==> src/sv/assert_macros.svh <==
// Assertion macros shared by the RLE palette tile decoder RTL.
// No dependencies; every macro samples on clock and is disabled in reset.
`ifndef ASSERT_MACROS_SVH
`define ASSERT_MACROS_SVH

// Implication checked at every clock edge outside reset.
`define ASSERT_CLK(label, prop, msg) \
   label: assert property (@(posedge clock) disable iff (reset) prop) else $error(msg);

// Signal must never be high outside reset.
`define ASSERT_NEVER(label, expr, msg) \
   label: assert property (@(posedge clock) disable iff (reset) !(expr)) else $error(msg);

`endif

==> src/sv/rptd_pkg.sv <==
// Package for the RLE palette tile decoder: phases, status codes, job and
// response-item types, and the packed-index helper. No dependencies.
package rptd_pkg;

   localparam int DEF_MAX_TILE_SIDE = 64;
   localparam int DEF_PALETTE_DEPTH = 128;

   localparam int RUN_W   = 13;
   localparam int IX_W    = 7;
   localparam int COLOR_W = 16;

   localparam logic [1:0] ST_RUN   = 2'd0;
   localparam logic [1:0] ST_TRUNC = 2'd1;
   localparam logic [1:0] ST_BADIX = 2'd2;
   localparam logic [1:0] ST_UNSUP = 2'd3;

   localparam logic [7:0] SUB_RAW   = 8'd0;
   localparam logic [7:0] SUB_SOLID = 8'd1;
   localparam logic [7:0] SUB_PK_LO = 8'd2;
   localparam logic [7:0] SUB_PK_2B = 8'd4;
   localparam logic [7:0] SUB_PK_HI = 8'd16;
   localparam logic [7:0] SUB_RLE   = 8'd128;
   localparam logic [7:0] SUB_PRLE  = 8'd130;
   localparam logic [7:0] RUN_MORE  = 8'hFF;

   // index width of a packed byte
   localparam logic [1:0] BSEL_1 = 2'd0;
   localparam logic [1:0] BSEL_2 = 2'd1;
   localparam logic [1:0] BSEL_4 = 2'd2;

   typedef enum logic [2:0] {
      PH_IDLE,
      PH_PAL_LO,
      PH_PAL_HI,
      PH_PIX_LO,
      PH_PIX_HI,
      PH_RUN,
      PH_INDEX
   } phase_type;

   // Work left behind by one request: runs first, then up to two errors.
   typedef struct packed {
      logic [3:0]         n_runs;
      logic [1:0]         n_err;
      logic [1:0]         err0;
      logic [1:0]         err1;
      logic               last_done;
      logic               pal;
      logic               pk;
      logic [1:0]         bsel;
      logic [7:0]         pk_byte;
      logic [IX_W-1:0]    ix;
      logic [COLOR_W-1:0] color;
      logic [RUN_W-1:0]   run;
   } job_type;

   // One response waiting on the palette read.
   typedef struct packed {
      logic               is_run;
      logic               use_pal;
      logic [COLOR_W-1:0] color;
      logic [RUN_W-1:0]   run;
      logic               done;
      logic [1:0]         status;
   } item_type;

   function automatic logic [3:0] pk_index(input logic [7:0] v, input logic [1:0] bsel,
                                           input logic [2:0] pos);
      logic [7:0] sh;
      logic [3:0] ix;
      case (bsel)
         BSEL_1: begin
            sh = v << pos;
            ix = {3'b000, sh[7]};
         end
         BSEL_2: begin
            sh = v << {pos, 1'b0};
            ix = {2'b00, sh[7:6]};
         end
         default: begin
            sh = v << {pos, 2'b00};
            ix = sh[7:4];
         end
      endcase
      return ix;
   endfunction

   function automatic logic [31:0] to_argb(input logic [COLOR_W-1:0] v);
      return {8'hFF, v[15:11], 3'b000, v[10:5], 2'b00, v[4:0], 3'b000};
   endfunction

endpackage

==> src/sv/rptd_ram.sv <==
// Generic single-port-write, single-port-read RAM with registered read data.
// No dependencies; read-first when both ports hit the same entry.
module rptd_ram #(
   parameter int WIDTH = 16,
   parameter int DEPTH = 128
) (
   input  logic                     clock,
   input  logic                     wr_en,
   input  logic [$clog2(DEPTH)-1:0] wr_addr,
   input  logic [WIDTH-1:0]         wr_data,
   input  logic                     rd_en,
   input  logic [$clog2(DEPTH)-1:0] rd_addr,
   output logic [WIDTH-1:0]         rd_data
);

   logic [WIDTH-1:0] mem [DEPTH];

   always_ff @(posedge clock) begin
      if (wr_en) begin
         mem[wr_addr] <= wr_data;
      end
      if (rd_en) begin
         rd_data <= mem[rd_addr];
      end
   end

endmodule

==> src/sv/rle_palette_tile_decoder.sv <==
// Decoder for one inflated RLE tile: one request per payload byte, colour runs out as ARGB.
// Depends on rptd_pkg, rptd_ram and assert_macros.svh.
//
// A request that yields at most one response is taken every cycle unless the output stalls.
// A request that yields several responses (a packed-index byte gives up to eight
// single-pixel runs, a tile start up to two error responses) holds the input until its
// last response is issued: responses leave a job register one per cycle while the output
// is not stalled, through the single palette read port, then a read stage and an output
// register. The palette memory is not cleared; an entry never loaded reads as garbage. Runs
// of a tile that ends with a nonzero status must be discarded downstream.
module rle_palette_tile_decoder
   import rptd_pkg::*;
#(
   parameter int MAX_TILE_SIDE = DEF_MAX_TILE_SIDE,
   parameter int PALETTE_DEPTH = DEF_PALETTE_DEPTH
) (
   input  logic        clock,
   input  logic        reset,
   input  logic        req_valid,
   output logic        req_ready,
   input  logic [7:0]  req_data_byte,
   input  logic        req_tile_start,
   input  logic        req_tile_end,
   input  logic [6:0]  req_tile_width,
   input  logic [6:0]  req_tile_height,
   output logic        rsp_valid,
   input  logic        rsp_ready,
   output logic [31:0] rsp_argb_color,
   output logic [12:0] rsp_run_pixels,
   output logic        rsp_tile_done,
   output logic [1:0]  rsp_status
);

`include "assert_macros.svh"

   localparam int SIDE_CAP = (MAX_TILE_SIDE < 127) ? MAX_TILE_SIDE : 127;
   localparam int SIDE_W   = $clog2(SIDE_CAP + 1);
   localparam int LEFT_W   = $clog2(SIDE_CAP * SIDE_CAP + 1);
   localparam int PAL_AW   = $clog2(PALETTE_DEPTH);

   // decode state
   phase_type          phase_ff, phase_in;
   logic [7:0]         sub_ff, sub_in;
   logic [LEFT_W-1:0]  left_ff, left_in;
   logic [IX_W-1:0]    loaded_ff, loaded_in;
   logic [7:0]         lo_ff, lo_in;
   logic [COLOR_W-1:0] color_ff, color_in;
   logic [IX_W-1:0]    cix_ff, cix_in;
   logic               cpal_ff, cpal_in;
   logic [LEFT_W-1:0]  acc_ff, acc_in;

   logic               req_fire;
   logic [SIDE_W-1:0]  w_side, h_side;
   logic [2*SIDE_W-1:0] tile_prod;
   logic [7:0]         pal_size;
   logic [IX_W-1:0]    loaded_inc;
   logic [LEFT_W:0]    run_sum;
   logic [LEFT_W-1:0]  acc_new;
   logic [1:0]         bsel;
   logic [3:0]         pk_cnt, pk_take;
   logic [3:0]         pk_ix;
   logic               bad_found;
   logic [2:0]         bad_pos;
   logic               do_paint;
   logic [LEFT_W-1:0]  paint_run;
   logic [LEFT_W-1:0]  paint_left;
   logic               pal_we;
   logic [COLOR_W-1:0] new_color;
   job_type            jb;
   logic [3:0]         jb_total;

   // emission pipeline
   logic               job_valid_ff;
   job_type            job_ff;
   logic [2:0]         step_ff;
   logic               issue, o_adv, step_last;
   item_type           item, s1_ff;
   logic               s1_valid_ff;
   logic [3:0]         step_ext;
   logic [COLOR_W-1:0] ram_rd;
   logic [IX_W-1:0]    rd_ix;
   logic [31:0]        o_argb_ff;
   logic [RUN_W-1:0]   o_run_ff;
   logic               o_done_ff;
   logic [1:0]         o_status_ff;
   logic               o_valid_ff;

   assign req_fire = req_valid && req_ready;

   always_comb begin
      w_side = (req_tile_width == 7'd0) ? SIDE_W'(1) :
               (32'(req_tile_width) > SIDE_CAP) ? SIDE_W'(SIDE_CAP) : SIDE_W'(req_tile_width);
      h_side = (req_tile_height == 7'd0) ? SIDE_W'(1) :
               (32'(req_tile_height) > SIDE_CAP) ? SIDE_W'(SIDE_CAP) : SIDE_W'(req_tile_height);
      tile_prod = (2*SIDE_W)'(w_side) * (2*SIDE_W)'(h_side);
   end

   assign pal_size   = (sub_ff >= SUB_PRLE) ? (sub_ff - SUB_RLE) : sub_ff;
   assign loaded_inc = loaded_ff + IX_W'(1);
   assign new_color  = {req_data_byte, lo_ff};
   assign run_sum    = {1'b0, acc_ff} + (LEFT_W+1)'(req_data_byte);
   assign acc_new    = (run_sum > {1'b0, left_ff}) ? left_ff : run_sum[LEFT_W-1:0];

   // packed index scan: how many indices fit, and the first bad one among them
   always_comb begin
      bsel   = (sub_ff == SUB_PK_LO) ? BSEL_1 : (sub_ff <= SUB_PK_2B) ? BSEL_2 : BSEL_4;
      pk_cnt = (bsel == BSEL_1) ? 4'd8 : (bsel == BSEL_2) ? 4'd4 : 4'd2;
      pk_take = (left_ff < LEFT_W'(pk_cnt)) ? left_ff[3:0] : pk_cnt;
      bad_found = 1'b0;
      bad_pos   = 3'd0;
      pk_ix     = 4'd0;
      for (int i = 0; i < 8; i++) begin
         pk_ix = pk_index(req_data_byte, bsel, 3'(i));
         if (!bad_found && (4'(i) < pk_take) && ({4'b0000, pk_ix} >= sub_ff)) begin
            bad_found = 1'b1;
            bad_pos   = 3'(i);
         end
      end
   end

   always_ff @(posedge clock) begin
      if (reset) begin
         phase_ff  <= PH_IDLE;
         sub_ff    <= '0;
         left_ff   <= '0;
         loaded_ff <= '0;
         lo_ff     <= '0;
         color_ff  <= '0;
         cix_ff    <= '0;
         cpal_ff   <= 1'b0;
         acc_ff    <= '0;
      end else begin
         phase_ff  <= phase_in;
         sub_ff    <= sub_in;
         left_ff   <= left_in;
         loaded_ff <= loaded_in;
         lo_ff     <= lo_in;
         color_ff  <= color_in;
         cix_ff    <= cix_in;
         cpal_ff   <= cpal_in;
         acc_ff    <= acc_in;
      end
   end

   always_comb begin
      phase_in  = phase_ff;
      sub_in    = sub_ff;
      left_in   = left_ff;
      loaded_in = loaded_ff;
      lo_in     = lo_ff;
      color_in  = color_ff;
      cix_in    = cix_ff;
      cpal_in   = cpal_ff;
      acc_in    = acc_ff;
      jb        = '0;
      pal_we    = 1'b0;
      do_paint  = 1'b0;
      paint_run = '0;
      paint_left = '0;
      if (req_fire) begin
         if (req_tile_start) begin
            if (phase_ff != PH_IDLE) begin
               jb.n_err = 2'd1;
               jb.err0  = ST_TRUNC;
            end
            sub_in    = req_data_byte;
            left_in   = tile_prod[LEFT_W-1:0];
            loaded_in = '0;
            acc_in    = '0;
            if (req_data_byte == SUB_RAW || req_data_byte == SUB_SOLID ||
                req_data_byte == SUB_RLE) begin
               phase_in = PH_PIX_LO;
            end else if ((req_data_byte >= SUB_PK_LO && req_data_byte <= SUB_PK_HI) ||
                         req_data_byte >= SUB_PRLE) begin
               phase_in = PH_PAL_LO;
            end else begin
               phase_in = PH_IDLE;
               if (jb.n_err == 2'd0) begin
                  jb.err0 = ST_UNSUP;
               end else begin
                  jb.err1 = ST_UNSUP;
               end
               jb.n_err = jb.n_err + 2'd1;
            end
            if (req_tile_end && phase_in != PH_IDLE) begin
               phase_in = PH_IDLE;
               if (jb.n_err == 2'd0) begin
                  jb.err0 = ST_TRUNC;
               end else begin
                  jb.err1 = ST_TRUNC;
               end
               jb.n_err = jb.n_err + 2'd1;
            end
         end else if (phase_ff != PH_IDLE) begin
            unique case (phase_ff)
               PH_PAL_LO, PH_PIX_LO: begin
                  lo_in    = req_data_byte;
                  phase_in = (phase_ff == PH_PAL_LO) ? PH_PAL_HI : PH_PIX_HI;
               end
               PH_PAL_HI: begin
                  pal_we    = 1'b1;
                  loaded_in = loaded_inc;
                  phase_in  = ({1'b0, loaded_inc} >= pal_size) ? PH_INDEX : PH_PAL_LO;
               end
               PH_PIX_HI: begin
                  if (sub_ff == SUB_RAW) begin
                     phase_in  = PH_PIX_LO;
                     do_paint  = 1'b1;
                     paint_run = LEFT_W'(1);
                     jb.color  = new_color;
                  end else if (sub_ff == SUB_SOLID) begin
                     do_paint  = 1'b1;
                     paint_run = left_ff;
                     jb.color  = new_color;
                  end else begin
                     color_in = new_color;
                     cpal_in  = 1'b0;
                     acc_in   = LEFT_W'(1);
                     phase_in = PH_RUN;
                  end
               end
               PH_RUN: begin
                  acc_in = acc_new;
                  if (req_data_byte != RUN_MORE) begin
                     phase_in  = (sub_ff == SUB_RLE) ? PH_PIX_LO : PH_INDEX;
                     do_paint  = 1'b1;
                     paint_run = acc_new;
                     jb.pal    = cpal_ff;
                     jb.ix     = cix_ff;
                     jb.color  = color_ff;
                  end
               end
               PH_INDEX: begin
                  if (sub_ff <= SUB_PK_HI) begin
                     jb.pk      = 1'b1;
                     jb.bsel    = bsel;
                     jb.pk_byte = req_data_byte;
                     jb.run     = RUN_W'(1);
                     if (bad_found) begin
                        jb.n_runs = {1'b0, bad_pos};
                        left_in   = left_ff - LEFT_W'(bad_pos);
                        jb.n_err  = 2'd1;
                        jb.err0   = ST_BADIX;
                        phase_in  = PH_IDLE;
                     end else begin
                        jb.n_runs = pk_take;
                        left_in   = left_ff - LEFT_W'(pk_take);
                        jb.last_done = (left_in == '0);
                        if (jb.last_done) begin
                           phase_in = PH_IDLE;
                        end
                     end
                  end else if ({1'b0, req_data_byte[6:0]} >= pal_size) begin
                     jb.n_err = 2'd1;
                     jb.err0  = ST_BADIX;
                     phase_in = PH_IDLE;
                  end else if (req_data_byte[7]) begin
                     cix_in   = req_data_byte[6:0];
                     cpal_in  = 1'b1;
                     acc_in   = LEFT_W'(1);
                     phase_in = PH_RUN;
                  end else begin
                     do_paint  = 1'b1;
                     paint_run = LEFT_W'(1);
                     jb.pal    = 1'b1;
                     jb.ix     = req_data_byte[6:0];
                  end
               end
               default: begin
                  phase_in = PH_IDLE;
               end
            endcase
            // single run, never longer than what is left of the tile
            if (do_paint) begin
               paint_left   = left_ff - paint_run;
               left_in      = paint_left;
               jb.n_runs    = 4'd1;
               jb.run       = RUN_W'(paint_run);
               jb.last_done = (paint_left == '0);
               if (jb.last_done) begin
                  phase_in = PH_IDLE;
               end
            end
            // incomplete at tile end: drop the runs, report truncation
            if (req_tile_end && phase_in != PH_IDLE) begin
               jb       = '0;
               jb.n_err = 2'd1;
               jb.err0  = ST_TRUNC;
               phase_in = PH_IDLE;
            end
         end
      end
   end

   assign jb_total = jb.n_runs + {2'b00, jb.n_err};

   // emission: one response per cycle out of the job register while the output is not stalled
   assign o_adv     = !o_valid_ff || rsp_ready;
   assign issue     = job_valid_ff && (!s1_valid_ff || o_adv);
   assign step_ext  = {1'b0, step_ff};
   assign step_last = (step_ext == (job_ff.n_runs + {2'b00, job_ff.n_err} - 4'd1));
   assign req_ready = !job_valid_ff || (issue && step_last);

   always_comb begin
      item  = '0;
      rd_ix = job_ff.ix;
      if (step_ext < job_ff.n_runs) begin
         item.is_run  = 1'b1;
         item.use_pal = job_ff.pal || job_ff.pk;
         item.color   = job_ff.color;
         item.run     = job_ff.run;
         item.done    = job_ff.last_done && (step_ext == job_ff.n_runs - 4'd1);
         item.status  = ST_RUN;
         if (job_ff.pk) begin
            rd_ix = IX_W'(pk_index(job_ff.pk_byte, job_ff.bsel, step_ff));
         end
      end else begin
         item.done   = 1'b1;
         item.status = (step_ext == job_ff.n_runs) ? job_ff.err0 : job_ff.err1;
      end
   end

   always_ff @(posedge clock) begin
      if (reset) begin
         job_valid_ff <= 1'b0;
         step_ff      <= '0;
         s1_valid_ff  <= 1'b0;
         o_valid_ff   <= 1'b0;
      end else begin
         if (req_fire && jb_total != 4'd0) begin
            job_valid_ff <= 1'b1;
            step_ff      <= '0;
         end else if (issue) begin
            if (step_last) begin
               job_valid_ff <= 1'b0;
            end else begin
               step_ff <= step_ff + 3'd1;
            end
         end
         if (issue) begin
            s1_valid_ff <= 1'b1;
         end else if (o_adv) begin
            s1_valid_ff <= 1'b0;
         end
         if (o_adv) begin
            o_valid_ff <= s1_valid_ff;
         end
      end
   end

   always_ff @(posedge clock) begin
      if (req_fire) begin
         job_ff <= jb;
      end
      if (issue) begin
         s1_ff <= item;
      end
      if (o_adv && s1_valid_ff) begin
         o_argb_ff   <= s1_ff.is_run ? to_argb(s1_ff.use_pal ? ram_rd : s1_ff.color) : 32'd0;
         o_run_ff    <= s1_ff.run;
         o_done_ff   <= s1_ff.done;
         o_status_ff <= s1_ff.status;
      end
   end

   rptd_ram #(
      .WIDTH(COLOR_W),
      .DEPTH(PALETTE_DEPTH)
   ) u_palette (
      .clock  (clock),
      .wr_en  (pal_we),
      .wr_addr(PAL_AW'(loaded_ff)),
      .wr_data(new_color),
      .rd_en  (issue),
      .rd_addr(PAL_AW'(rd_ix)),
      .rd_data(ram_rd)
   );

   assign rsp_valid      = o_valid_ff;
   assign rsp_argb_color = o_argb_ff;
   assign rsp_run_pixels = o_run_ff;
   assign rsp_tile_done  = o_done_ff;
   assign rsp_status     = o_status_ff;

   `ASSERT_CLK(a_req_only_when_job_drains, req_fire |-> (!job_valid_ff || (issue && step_last)), "request taken over a pending job")
   `ASSERT_CLK(a_err_closes_tile, (rsp_valid && (rsp_status != ST_RUN)) |-> (rsp_tile_done && (rsp_run_pixels == '0) && (rsp_argb_color == '0)), "error response malformed")
   `ASSERT_NEVER(a_run_nonempty, rsp_valid && (rsp_status == ST_RUN) && (rsp_run_pixels == '0), "empty run emitted")

endmodule
==> config.mk <==
export PLATFORM = sky130hd
export DESIGN_NAME = rle_palette_tile_decoder
export DESIGN_NICKNAME = d
export VERILOG_FILES = /design/src/sv/rptd_pkg.sv /design/src/sv/rptd_ram.sv /design/src/sv/rle_palette_tile_decoder.sv
export VERILOG_INCLUDE_DIRS = /design/src /design/src/sv
export SDC_FILE = /design/constraint.sdc
export NUM_CORES = 2
export LEC_CHECK = 0
export BUFFER_PORTS_ARGS = -buffer_cell sky130_fd_sc_hd__buf_2
export CAP_MARGIN = 20
export CORE_ASPECT_RATIO = 1.1
export CORE_MARGIN = 1
export CORE_UTILIZATION = 50
export DETAILED_ROUTE_END_ITERATION = 10
export PLACE_DENSITY = 0.68
export SETUP_SLACK_MARGIN = 0.02
export SYNTH_ARGS = -nofsm -noshare
export SYNTH_HDL_FRONTEND = slang
export SYNTH_SLANG_ARGS = --single-unit
==> constraint.sdc <==
create_clock -name clock -period 7.7 [get_ports clock]
set_clock_uncertainty 0.2 [all_clocks]
set_input_delay 0 -clock clock [delete_from_list [all_inputs] [get_ports clock]]
set_output_delay 0 -clock clock [all_outputs]
set_load 0.005 [all_outputs]
==> key figures <==
Worst setup path
  – Worst path depth: 37
  – Max incr delay on CP: around 0.42 ns
  – Family with the most delay on the worst path: simple AND/OR/NAND/NOR gates
  – Data required, critical path: around 8.2 ns
  – Crit path launch type: flop
  – Reg2reg end: step_ff[1]$_SDFFE_PP0P_
  – Endpoint class of the critical path: flop
  – R2R depth: 37
  – Cell repeated most along the worst path: buf_4
  – Buf/Inv on CP: 6
  – Worst r2r src: acc_ff[1]$_SDFFE_PP0P_
  – Crit path max-delay cell type: or4_1
  – Crit path from: acc_ff[1]$_SDFFE_PP0P_
  – CP arrival: 7.90 ns
  – Kind of critical path: flop to flop
  – Critical path peak fanout: 5
  – Flop2flop setup slack: 0.29 ns
  – Worst setup path end: step_ff[1]$_SDFFE_PP0P_

Floorplanning
  – Core Rows: 168
  – Core area: roughly 190000 sq um
  – DIE AREA: 193000 sq um
  – Die H: 461 microns
  – Die width: 419 microns
  – Starting Density: 50.3%
  – Ports: just under 80

Route
  – # DRC: 2
  – WL/cell: 28.8 microns
  – Vias: 63.7k
  – Detailed Route WL: 294000 microns
  – Via/cell ratio: 6.24
  – Drt pass-1 iters: 10
  – Starting DRC count in detailed routing: 8996
  – Detail Route Antenna Nets: 0

Timing
  – Tcrit/Tclk final: 96.3%
  – Final Hold Fails: 0
  – WHS: 0.0551 ns
  – Min cycle time layout: 7.41 ns
  – Least-Margin Pin Slew: 1.27 ns
  – Fmax: 0.135 GHz
  – Slew HR: ~16%
  – Slew Viols, Final: 0
  – Final WS setup: 0.288 ns
  – Final setup vio count: 0

GRT
  – Initial antenna violation count: 22
  – Grt total ovfl: 0
  – Pin count of the biggest net entering global routing: 142
  – Number of global-route vias before repair: about 60k
  – Global-route wire length before repair: 419000 microns
  – All-Layer GR Usage: ~30%

Synthesis
  – Synthesized cell area: 95800 sq um
  – Ys async rst share: 0%
  – Synthesis Warnings: 0
  – Leading area contributor after synthesis: edfxtp_1
  – Most common cell in the netlist: edfxtp_1
  – Sequential-to-total area share from yosys stat: a little over two thirds
  – Post-synth EDFFs: 2190
  – Most frequent cells after synthesis: 2190 x edfxtp_1, 1214 x nand2_1, 629 x nand3_1
  – Synth Area per Inst: 13.4 sq um
  – Share of the synthesized area in the top cell type: roughly 69%
  – Netlist cell types: 87
  – Synth top area cells: edfxtp_1 69%, nand2_1 4.8%, mux2i_1 4.3%
  – Gate Count Post-Synth: a little over 7k
  – Top FF cell, synth: edfxtp_1
  – FF+latch count, synth: 2272

Outcome
  – Status: finished, violations left
  – Failing checks: DRC

Min path
  – Worst Hold Class: input pin to flop

Finish
  – Final core utilization: between 50% and 60%
  – Post-route cell area: 109000 sq um
  – Fin cells: 10.2k
  – Nets@finish: about 7.6k
  – Share of layout cells above drive strength 1: 12.7%
  – Area growth syn-to-layout: 13.5%

Placed design
  – Pre-CTS setup slack: -0.322 ns
  – Placement Cell Area: around 100000 sq um
  – Routability cong.: 0.976
  – Port Buffers: 69
  – Dpl hpwl: between 150000 and 200000 microns
  – Post-Place Cells: ~9.8k

Clock tree
  – CTS Sinks: 2272
  – Clk Latency, worst-skew pair: 0.89 ns
  – Clk buf depth: 3
  – H-tree depth: 4
  – CTS root buffer: clkbuf_16
  – CTS tree: done
  – Total CTS buffers: 215
  – CTS clock-pin slew for the worst setup and hold paths: ~0.070 ns

Job
  – MaxCap Viol Count: 0

Power
  – Worst vdd ir: 272 uV
  – P_leak: 36.5 nW
  – PD cells: 242 nW/um^2
-- layout make-up --
class / instances / area [sq um]
fill: 15000 / 81700
timing repair buffer: 544 / 4280
sequential: 2272 / 67400
inverter: 90 / 338
antenna: 13 / 32.5
clock buffer: 291 / 5740
tap: 2550 / 3190
multi-input combinational: 4335 / 26500
clock inverter: 114 / 1170
-- worst min-delay path, delay by kind of cell --
kind,cells,cell delay [ns]
simple gates,3,0.29
buf+inv,2,0.67
-- metrics by stage --
step                power (W)  setup TNS (ns)
CTS                    0.0262               0
global placement       0.0160          -0.838
floorplan              0.0151               0
global route           0.0269          -0.227
detailed placement     0.0160          -0.974
finish                 0.0263               0
-- timing repair --
action | 4_1_cts | 5_1_grt
hold buffers | 28 | 0
gates resized for setup | 20 | 62
pin swaps | 8 | 30
setup endpoints to repair | 4 | 4
endpoints found under the hold margin | 683 | 0
buffers inserted | 3 | 7
-- sequential cells by signal, summed over array words and instances (netlist names) --
signal,flops
loaded_ff,7
u_palette.mem,2048
left_ff,13
rsp_run_pixels,13
lo_ff,8
sub_ff,8
job_valid_ff,1
rsp_argb_color,17
phase_ff,3
u_palette.rd_data,16
rsp_tile_done,1
acc_ff,13
step_ff,3
color_ff,16
rsp_status,2
cpal_ff,1
s1_ff,34
job_ff,59
rsp_valid,1
cix_ff,7
s1_valid_ff,1
-- power breakdown --
group          internal (W)  switching [W]  total (W)
sequential           0.0135      0.0000308     0.0135
clock               0.00574        0.00469     0.0104
combinational      0.000768        0.00155    0.00232
-- cell usage in the layout (no fill, tap or decap), types with 30 or more instances in the layout --
cell and instances:
a211oi_1 56, a21oi_1 279, a221oi_1 73, a22oi_1 100
a31oi_1 59, and2_1 62, and3_1 87, buf_2 61
buf_4 428, clkbuf_1 71, clkbuf_16 217, clkinv_1 37
clkinv_2 36, dfxtp_1 74, edfxtp_1 2190, ha_1 114
inv_1 88, mux2_2 34, mux2i_1 405, nand2_1 1208
nand3_1 628, nand4_1 40, nor2_1 299, nor2b_1 41
nor3_1 70, o211ai_1 60, o21ai_0 145, o22ai_1 46
xnor2_1 30
-- metal layers --
layer / vias to the layer above / part of all wire, % / global-route usage (%)
met3: 693 / 11 / 6.74
li1: 27600 / - / -
met4: 14 / 6.2 / 17.0
met5: - / 0.027 / 0
met1: 31700 / 37 / 39.3
met2: 3700 / 46 / 46.3
-- kinds of logic (layout without fill, tap and decap cells) --
group                      Yosys count  after routing  share of synthesized area (%)
AOI/OAI and AO/OA                 1057           1057                           7.36
xor gates and xnor gates            52             52                          0.490
adders and majority gates          145            145                           2.12
buffers and inverters              533           1039                           2.41
DFF                               2272           2272                           70.4
muxes                              447            447                           4.79
other                                1             22                        0.00392
and+or+nand+nor                   2625           2625                           12.4
-- worst min path at each step --
stage                           from  depth (start not counted)                              end  slack [ns]
detailed placement      req_tile_end                          3         phase_ff[2]$_SDFFE_PP0P_        0.14
global route        req_data_byte[0]                          3  u_palette.mem[119][8]$_DFFE_PP_        0.03
global placement        req_tile_end                          3         phase_ff[2]$_SDFFE_PP0P_        0.14
CTS                     req_tile_end                          5         job_ff[50]$_SDFFCE_PN0P_       0.005
finish                  req_tile_end                          5         job_ff[50]$_SDFFCE_PN0P_        0.06
floorplan           req_data_byte[2]                          0   u_palette.mem[0][10]$_DFFE_PP_       -0.10
No activity file was read; power rests on OpenSTA's default activity.
